File: src/design/prb_pkg.sv
// Shared widths, codes, types and rounding helpers for the projective bounding box.
package prb_pkg;

  localparam int CoordW     = 17;
  localparam int CoefW      = 32;
  localparam int ProdW      = CoefW + CoordW;
  localparam int DenW       = 51;
  localparam int DenMagW    = DenW - 1;
  localparam int NumW       = 58;
  localparam int NumMagW    = NumW - 1;
  localparam int DivSteps   = 25;
  localparam int QuoW       = DivSteps;
  localparam int BoxW       = 24;
  localparam int CfgW       = 64;
  localparam int CfgIdxW    = 3;
  localparam int NumCorners = 4;
  localparam int CornerLat  = 4;
  localparam int ReduceLat  = 2;
  localparam int PipeLat    = CornerLat + DivSteps + ReduceLat;

  localparam logic signed [BoxW-1:0] BoxMax = {1'b0, {(BoxW-1){1'b1}}};
  localparam logic signed [BoxW-1:0] BoxMin = {1'b1, {(BoxW-1){1'b0}}};
  localparam logic signed [DenW-1:0] WOne   = DenW'(1) << 31;
  localparam logic signed [DenW-1:0] WTiny  = DenW'(2);

  typedef enum logic [CfgIdxW-1:0] {
    CFG_M0_M1 = 3'd0,
    CFG_M2_M3 = 3'd1,
    CFG_M4_M5 = 3'd2,
    CFG_M6_M7 = 3'd3,
    CFG_M8    = 3'd4
  } cfg_idx_e;

  typedef struct packed {
    logic [CoefW-1:0] m0;
    logic [CoefW-1:0] m1;
    logic [CoefW-1:0] m2;
    logic [CoefW-1:0] m3;
    logic [CoefW-1:0] m4;
    logic [CoefW-1:0] m5;
    logic [CoefW-1:0] m6;
    logic [CoefW-1:0] m7;
    logic [CoefW-1:0] m8;
  } coef_t;

  // One division request: magnitudes plus the sign of the true quotient.
  typedef struct packed {
    logic [NumMagW-1:0] num;
    logic [DenMagW-1:0] den;
    logic               neg;
  } div_req_t;

  // The top quotient bit flags a magnitude of 2^24 or more.
  typedef struct packed {
    logic [QuoW-1:0] quo;
    logic            rem_nz;
    logic            neg;
  } div_res_t;

  // Floor (up = 0) or ceiling (up = 1) of the signed quotient, clamped to 24 bits.
  function automatic logic signed [BoxW-1:0] round_box(div_res_t r, logic up);
    logic signed [BoxW+1:0] v;
    logic signed [BoxW+1:0] adj;
    logic signed [BoxW-1:0] res;
    adj = (BoxW+2)'(r.rem_nz);
    v   = $signed({2'b00, r.quo[QuoW-2:0]});
    if (r.neg) begin
      v = -v;
      if (!up) v = v - adj;
    end else if (up) begin
      v = v + adj;
    end
    if (r.quo[QuoW-1]) begin
      res = r.neg ? BoxMin : BoxMax;
    end else if (v > (BoxW+2)'(BoxMax)) begin
      res = BoxMax;
    end else if (v < (BoxW+2)'(BoxMin)) begin
      res = BoxMin;
    end else begin
      res = v[BoxW-1:0];
    end
    return res;
  endfunction

  function automatic logic signed [BoxW-1:0] min2(logic signed [BoxW-1:0] a,
                                                   logic signed [BoxW-1:0] b);
    return (a < b) ? a : b;
  endfunction

  function automatic logic signed [BoxW-1:0] max2(logic signed [BoxW-1:0] a,
                                                   logic signed [BoxW-1:0] b);
    return (a > b) ? a : b;
  endfunction

endpackage

File: src/design/prb_reduce.sv
// Floor and ceiling per corner, min and max over corners, and the output register.
module prb_reduce (
  input  logic                               clk_i,
  input  logic                               rst_ni,
  input  logic                               en_i,
  input  logic                               vld_i,
  input  logic                               emp_i,
  input  prb_pkg::div_res_t                  res_x_i [prb_pkg::NumCorners],
  input  prb_pkg::div_res_t                  res_y_i [prb_pkg::NumCorners],
  output logic                               out_valid_o,
  output logic signed [prb_pkg::BoxW-1:0]    box_left_o,
  output logic signed [prb_pkg::BoxW-1:0]    box_top_o,
  output logic [prb_pkg::BoxW-1:0]           box_span_x_o,
  output logic [prb_pkg::BoxW-1:0]           box_span_y_o,
  output logic                               box_empty_o
);

  logic signed [prb_pkg::BoxW-1:0] fx_q [prb_pkg::NumCorners];
  logic signed [prb_pkg::BoxW-1:0] fy_q [prb_pkg::NumCorners];
  logic signed [prb_pkg::BoxW-1:0] cx_q [prb_pkg::NumCorners];
  logic signed [prb_pkg::BoxW-1:0] cy_q [prb_pkg::NumCorners];
  logic signed [prb_pkg::BoxW-1:0] minx_q, miny_q, maxx_q, maxy_q;
  logic signed [prb_pkg::BoxW-1:0] left_q, top_q;
  logic [prb_pkg::BoxW-1:0]        spx_q, spy_q;
  logic                            empty_q, valid_q, blank;

  always_ff @(posedge clk_i) begin
    if (en_i) begin
      for (int c = 0; c < prb_pkg::NumCorners; c++) begin
        fx_q[c] <= prb_pkg::round_box(res_x_i[c], 1'b0);
        fy_q[c] <= prb_pkg::round_box(res_y_i[c], 1'b0);
        cx_q[c] <= prb_pkg::round_box(res_x_i[c], 1'b1);
        cy_q[c] <= prb_pkg::round_box(res_y_i[c], 1'b1);
      end
      minx_q <= prb_pkg::min2(prb_pkg::min2(fx_q[0], fx_q[1]), prb_pkg::min2(fx_q[2], fx_q[3]));
      miny_q <= prb_pkg::min2(prb_pkg::min2(fy_q[0], fy_q[1]), prb_pkg::min2(fy_q[2], fy_q[3]));
      maxx_q <= prb_pkg::max2(prb_pkg::max2(cx_q[0], cx_q[1]), prb_pkg::max2(cx_q[2], cx_q[3]));
      maxy_q <= prb_pkg::max2(prb_pkg::max2(cy_q[0], cy_q[1]), prb_pkg::max2(cy_q[2], cy_q[3]));
    end
  end

  // Empty input or a box that collapsed on either axis, saturation included.
  assign blank = emp_i || (maxx_q <= minx_q) || (maxy_q <= miny_q);

  always_ff @(posedge clk_i) begin
    if (en_i) begin
      left_q  <= blank ? '0 : minx_q;
      top_q   <= blank ? '0 : miny_q;
      spx_q   <= blank ? '0 : prb_pkg::BoxW'(maxx_q - minx_q);
      spy_q   <= blank ? '0 : prb_pkg::BoxW'(maxy_q - miny_q);
      empty_q <= blank;
    end
  end

  always_ff @(posedge clk_i or negedge rst_ni) begin
    if (!rst_ni) begin
      valid_q <= 1'b0;
    end else if (en_i) begin
      valid_q <= vld_i;
    end
  end

  assign out_valid_o  = valid_q;
  assign box_left_o   = left_q;
  assign box_top_o    = top_q;
  assign box_span_x_o = spx_q;
  assign box_span_y_o = spy_q;
  assign box_empty_o  = empty_q;

endmodule

File: config.mk
export PLATFORM = sky130hd
export DESIGN_NAME = prb_reduce
export DESIGN_NICKNAME = d
export VERILOG_FILES = /design/src/design/prb_pkg.sv /design/src/design/prb_reduce.sv
export SDC_FILE = /design/constraint.sdc
export NUM_CORES = 2
export LEC_CHECK = 0
export ABC_CLOCK_PERIOD_IN_PS = 6750
export BUFFER_PORTS_ARGS = -buffer_cell sky130_fd_sc_hd__buf_2
export CAP_MARGIN = 20
export CORE_ASPECT_RATIO = 2
export CORE_UTILIZATION = 43
export CTS_CLUSTER_DIAMETER = 120
export DETAILED_ROUTE_END_ITERATION = 7
export GPL_ROUTABILITY_DRIVEN = 0
export GPL_TIMING_DRIVEN = 0
export PLACE_DENSITY = 0.57
export SLEW_MARGIN = 10
export SYNTH_ARGS = -nofsm -noshare
export SYNTH_HDL_FRONTEND = slang
export SYNTH_SLANG_ARGS = --single-unit
File: constraint.sdc
create_clock -name clk_i -period 6.75 [get_ports clk_i]
set_clock_uncertainty 0.2 [all_clocks]
set_input_delay 1.0125 -clock clk_i [delete_from_list [all_inputs] [get_ports clk_i]]
set_output_delay 1.0125 -clock clk_i [all_outputs]
set_load 0.03 [all_outputs]
Word level (Yosys, flattened, before mapping)
Memory sizes are Yosys's and may differ from the RTL's. Cells that the tools add are included.

Register bits: 194. Bits in latches: 0. Memory bits (writable): 384. Bits in read-only memories: 0. Input port bits: 221. Output and inout bits: 98. Word-level logic and storage cells: 206. Memories kept: 4.

Add/subtract/negate cells: 26. Multipliers: 0. Divide/modulo/power cells: 0. Magnitude comparators: 46. Equal/unequal tests: 0. Shifts and indexed selects: 0. Multiplexer cells: 118. Bitwise operators: 0. Reduce and logical (&&, ||, !) cells: 2.

Memory list: cx_q (words 4, width 24, rd ports 4, clocked after memory_dff 0, write ports 4, line prb_reduce.sv:20) `logic signed [prb_pkg::BoxW-1:0] cx_q [prb_pkg::NumCorners];`; cy_q (words 4, width 24, rd ports 4, clocked after memory_dff 0, write ports 4, line prb_reduce.sv:21) `logic signed [prb_pkg::BoxW-1:0] cy_q [prb_pkg::NumCorners];`; fx_q (words 4, width 24, rd ports 4, clocked after memory_dff 0, write ports 4, line prb_reduce.sv:18) `logic signed [prb_pkg::BoxW-1:0] fx_q [prb_pkg::NumCorners];`; fy_q (words 4, width 24, rd ports 4, clocked after memory_dff 0, write ports 4, line prb_reduce.sv:19) `logic signed [prb_pkg::BoxW-1:0] fy_q [prb_pkg::NumCorners];`.

Operators with widths (count): 24-bit two-way mux (84); 26-bit two-way mux (32); 26-bit by 24-bit greater-than comparator with 1-bit output (second input constant) (16); 26-bit by 24-bit less-than comparator with 1-bit output (second input constant) (16); 24-bit negator with 26-bit output (8); 26-bit by 2-bit subtractor with 26-bit output (8); 24-bit by 1-bit adder with 25-bit output (8); 24-bit greater-than comparator (6); 24-bit less-than comparator (6); 24-bit less-or-equal comparator (2); 24-bit subtractor (2); 1-bit logical OR (2); 1-bit two-way mux (2).

Depth between registers and ports, before layout
Depth after elaboration: 9. Depth in mapped cells: 28. Mapped depth without buffers: 25.

Worst setup path before layout
Ideal clock, no wire load.

Path type: reg2reg. Start point: mem cy_q[0][9] in the netlist's numbering. End point: reg maxy_q[10] in the netlist's numbering, data pin. Library setup time: 278 ps. Arrival time: 5475 ps. Required time: 6272 ps. Path slack: 796 ps. Cell stages (with the launch flop): 26. Buffers on the path: 2. Clock period less this slack: 5954 ps. Cells stage by stage: edfxtp_1 ha_1 a21o_1 a21o_1 a21o_1 a21o_1 a21oi_1 nor2_1 nor3_1 o32ai_1 a21oi_1 clkbuf_1 mux2i_1 inv_1 ha_1 o21a_1 o21a_1 o21ai_0 nand2b_1 a21oi_1 nor2_1 o32ai_1 nor2_1 nor3_1 clkbuf_1 mux2i_1.

RTL lines: start, declared (line prb_reduce.sv:21); end signal, assigned (line prb_reduce.sv:38) `maxy_q <= prb_pkg::max2(prb_pkg::max2(cy_q[0], cy_q[1]), prb_pkg::max2(cy_q[2], cy_q[3]));`; end, declared (line prb_reduce.sv:22) `logic signed [prb_pkg::BoxW-1:0] minx_q, miny_q, maxx_q, maxy_q;`.

==> summary.txt <==
Setup path
  • CP Launch Point: fx_q[2][23]
  • RR Startpoint: fx_q[2][23]
  • CP max-delay cell: or4_1
  • CP max stage delay: 0.56 ns
  • Most frequent CP cell: nor2_1
  • Max Fanout on Critical Path: 10
  • Crit path max-delay family: simple AND/OR/NAND/NOR gates
  • WP buf/inv: 3
  • Critical Path AT: 6.68 ns
  • CP cell instances: ha_1 > nand4_1 > or4_1 > a2111oi_0 > nor3_1 > mux2i_1 > clkbuf_2 > clkbuf_2 > a21oi_1 > ha_1 > nand4_1 > nor2_1 > nand2_1 > or3_1 > nor2_1 > nor2_1 > and4b_1 > o211ai_1 > o22ai_1 > a31oi_2 > clkbuf_4 > mux2i_1
  • CP Launch Type: register
  • Crit path kind: reg2reg
  • Setup crit end kind: register
  • Req. time, crit path: 6.98 ns

Synthesis
  • Ys async rst share: 0.173%
  • Avg Inst Size Synth: 8.60 um2
  • Syn nets: 6,633
  • Ys flop type: edfxtp_1
  • Post-Syn Area: 51,900 um2
  • Distinct cells, synth: 101
  • Yosys warns: 0
  • Mapped Cells: 6,040
  • EDFF count, synth: 577
  • Yosys reg bits: 578
  • Sequential area share after synthesis: 33.4%

Status
  • Status: finished with violations
  • Violated checks: DRC

Finish
  • Layout cell share with drive strength beyond 1: 8.66%
  • Area of the multi-input gates: 31,400 um2
  • Fillers: 11.8k
  • Storage cell area: 17,400 um2
  • Final nets: 6,926
  • Layout Area Growth over Synthesis: 10.1%
  • Final core occ: 47.6%

CTS
  • # clock sinks: 578
  • H-Tree Level Count: 2
  • CTS tree: built
  • Longest Clk Path Bufs: 3
  • Worst-Skew Late Latency: 0.67 ns
  • CTS clk-pin slew, worst paths: 0.07 ns
  • Root Driver: clkbuf_16
  • Number of post-CTS setup repair buffers: 0
  • Total CTS buffers: 56

Drt
  • Routed len/inst: 24.9 um
  • Routed vias/inst: 5.96
  • Drt total wl: 198,000 um
  • Vias: 47.3k
  • DR DRC count: 48
  • DRT antenna net count: 0
  • DR iter-0 viols: 2,948
  • Drt first pass iters: 8

Power
  • Leak: 22.7 nW
  • PwrDens: 263 nW/um2
  • VDD IR max: 246 uV

STA
  • Slew headroom: 17.4%
  • Fin crit period: 6.45 ns
  • Setup violators final: 0
  • Tightest hold margin: 0.307 ns
  • Max Slew Vio Count: 0
  • Period utilization: 95.6%
  • Fmax: 155 MHz
  • Final Hold Vio Count: 0
  • Slew @ Worst Pin: 1.23 ns

Floorplan
  • Die Ht: 493 um
  • Row cnt: 180
  • Die ar.: 122,000 um2
  • Io pins: 319
  • Die width: 248 um
  • Core footprint: 120,000 um2
  • Initial Util: 43.3%

Global route
  • First-pass GRT wire length: 286,000 um
  • Vias in the first global route: 46.0k
  • Pin count of the biggest net entering global routing: 118
  • Total grt overflow: 0
  • GRT Total Usage: 31.6%
  • Antenna violations before repair: 17

Min path
  • Hold Crit Start: out_valid_o
  • Worst min-delay path class: reg2reg

Placement
  • Buffers on Ports: 226
  • DP HPWL: 161,000 um

Flow run
  • Max-cap violations: 0
## sequential cells by signal, indices dropped and copies added, names as in the netlist, 96 cells and up
signal,flops
cx_q,96
fy_q,96
fx_q,96
cy_q,96
## per-layer routing
metal / GRT usage [%] / wire [um]
met1: 30.3 / 64900
met2: 58.9 / 103000
met4: 27.3 / 20200
met3: 3.63 / 8960
met5: 0 / 96
## timing repair
| action | 4_1_cts | 5_1_grt |
|---|---|---|
| pin swaps | 0 | 0 |
| gates resized for setup | 22 | 31 |
| endpoints found under the hold margin | 1 | 0 |
| endpoints found under the setup margin | 88 | 85 |
| hold buffers | 1 | 0 |
## cell families (layout without fill, tap and decap cells)
| group | after synthesis | in the layout | synth area share (%) |
|---|---|---|---|
| other | 0 | 13 | 0 |
| AND/OR/NAND/NOR | 1928 | 1928 | 18.8 |
| multiplexers | 294 | 294 | 5.77 |
| AO/OA/AOI/OAI | 1506 | 1506 | 18.1 |
| adder cells (fa/ha/maj) | 372 | 372 | 8.99 |
| flip-flops | 578 | 578 | 33.4 |
| buffers and inverters | 852 | 1188 | 6.28 |
| XOR/XNOR | 510 | 510 | 8.62 |
## final cells by class
type | instances | area share (%)
multi-input combinational | 4610 | 55.0
sequential | 578 | 30.4
tap | 1547 | 3.39
buffer | 421 | 2.93
inverter | 430 | 2.82
clock buffer | 63 | 2.53
timing repair buffer | 236 | 2.29
clock inverter | 38 | 0.661
antenna | 13 | 0.0569
## synthesized netlist by cell type, types with 21 or more instances
cell type  instances  share of area (%)
edfxtp_1         577                 33
a21oi_1          526                5.1
nor2_1           490                3.5
inv_1            427                3.1
nand2_1          422                3.1
ha_1             370                8.9
clkbuf_1         354                2.6
o21ai_0          327                3.2
xnor2_1          304                5.1
mux2i_1          253                4.9
xor2_1           205                3.5
nor3_1           171                1.6
nand3_1          158                1.5
a21o_1           102                1.5
or3_1            101                1.2
nand4_1           97                1.2
o21a_1            73                1.1
and3_1            68               0.82
nor2b_1           68               0.82
nand2b_1          63               0.76
nor4_1            55               0.66
a31oi_1           48               0.58
o22ai_1           47               0.57
and2_1            43               0.52
mux2_2            41               0.89
or2_2             40               0.48
buf_1             37               0.27
a21boi_0          34               0.49
o211ai_1          32               0.46
o31ai_1           30               0.43
or4_1             30               0.43
nor3b_1           27               0.39
buf_2             26               0.25
o21ba_2           23               0.44
a211oi_1          22               0.32
a211o_1           21               0.35
## cell usage in the layout, fill, tap and decap left out, types with 18 or more instances in the layout
cell	synthesis	final
a21oi_1	526	524
xnor2_1	304	303
a211oi_1	22	22
mux2i_1	253	247
or2_2	40	40
and2_1	43	43
nor4_1	55	53
a21boi_0	34	34
nand4_1	97	97
or4_1	30	30
nor3_1	171	169
clkbuf_1	354	341
o22ai_1	47	47
a211o_1	21	21
nor2b_1	68	68
nand3_1	158	158
nand2_1	422	422
nand2b_1	63	63
inv_1	427	427
o22a_1	18	18
o21ba_2	23	23
nor3b_1	27	27
edfxtp_1	577	577
ha_1	370	370
o21a_1	73	73
or3_1	101	101
xor2_1	205	205
nor2_1	490	490
buf_2	26	254
and3_1	68	68
o31ai_1	30	30
o211ai_1	32	32
clkbuf_2	1	19
mux2_2	41	41
clkbuf_16	0	57
o21ai_0	327	327
a31oi_1	48	47
a21o_1	102	102
buf_1	37	35
## path summary, 6_finish.rpt
kind	to	slack, ns	depth (start not counted)
min	out_valid_o	0.31	1
min reg2reg	out_valid_o	0.31	1
max reg2reg	minx_q[5]	0.30	22
min in group asynchronous	out_valid_o	0.44	2
max in group asynchronous	out_valid_o	5.82	2
max	minx_q[5]	0.30	22
## stage by stage
stage	cells	power, mW	setup TNS (ns)	setup WS [ns]	instance area, um2
4_1_cts	7921	15.0	0	0.00351	57100
6_report	7936	15.1	0	0.297	57200
5_1_grt	7926	15.8	-0.254	-0.0767	57100
3_3_place_gp	7813	11.6	-2546.68	-4.68	55000
3_5_place_dp	7819	11.6	-44.05	-1.03	55200
2_1_floorplan	6040	9.35	0	0.796	51900
## report_power, final
| group | internal [mW] | switching [mW] | total (mW) |
|---|---|---|---|
| clock | 1.78 | 1.51 | 3.29 |
| sequential | 4.81 | 0.325 | 5.13 |
| combinational | 2.32 | 4.31 | 6.63 |
Note: power is estimated with default switching activity, not from simulation.
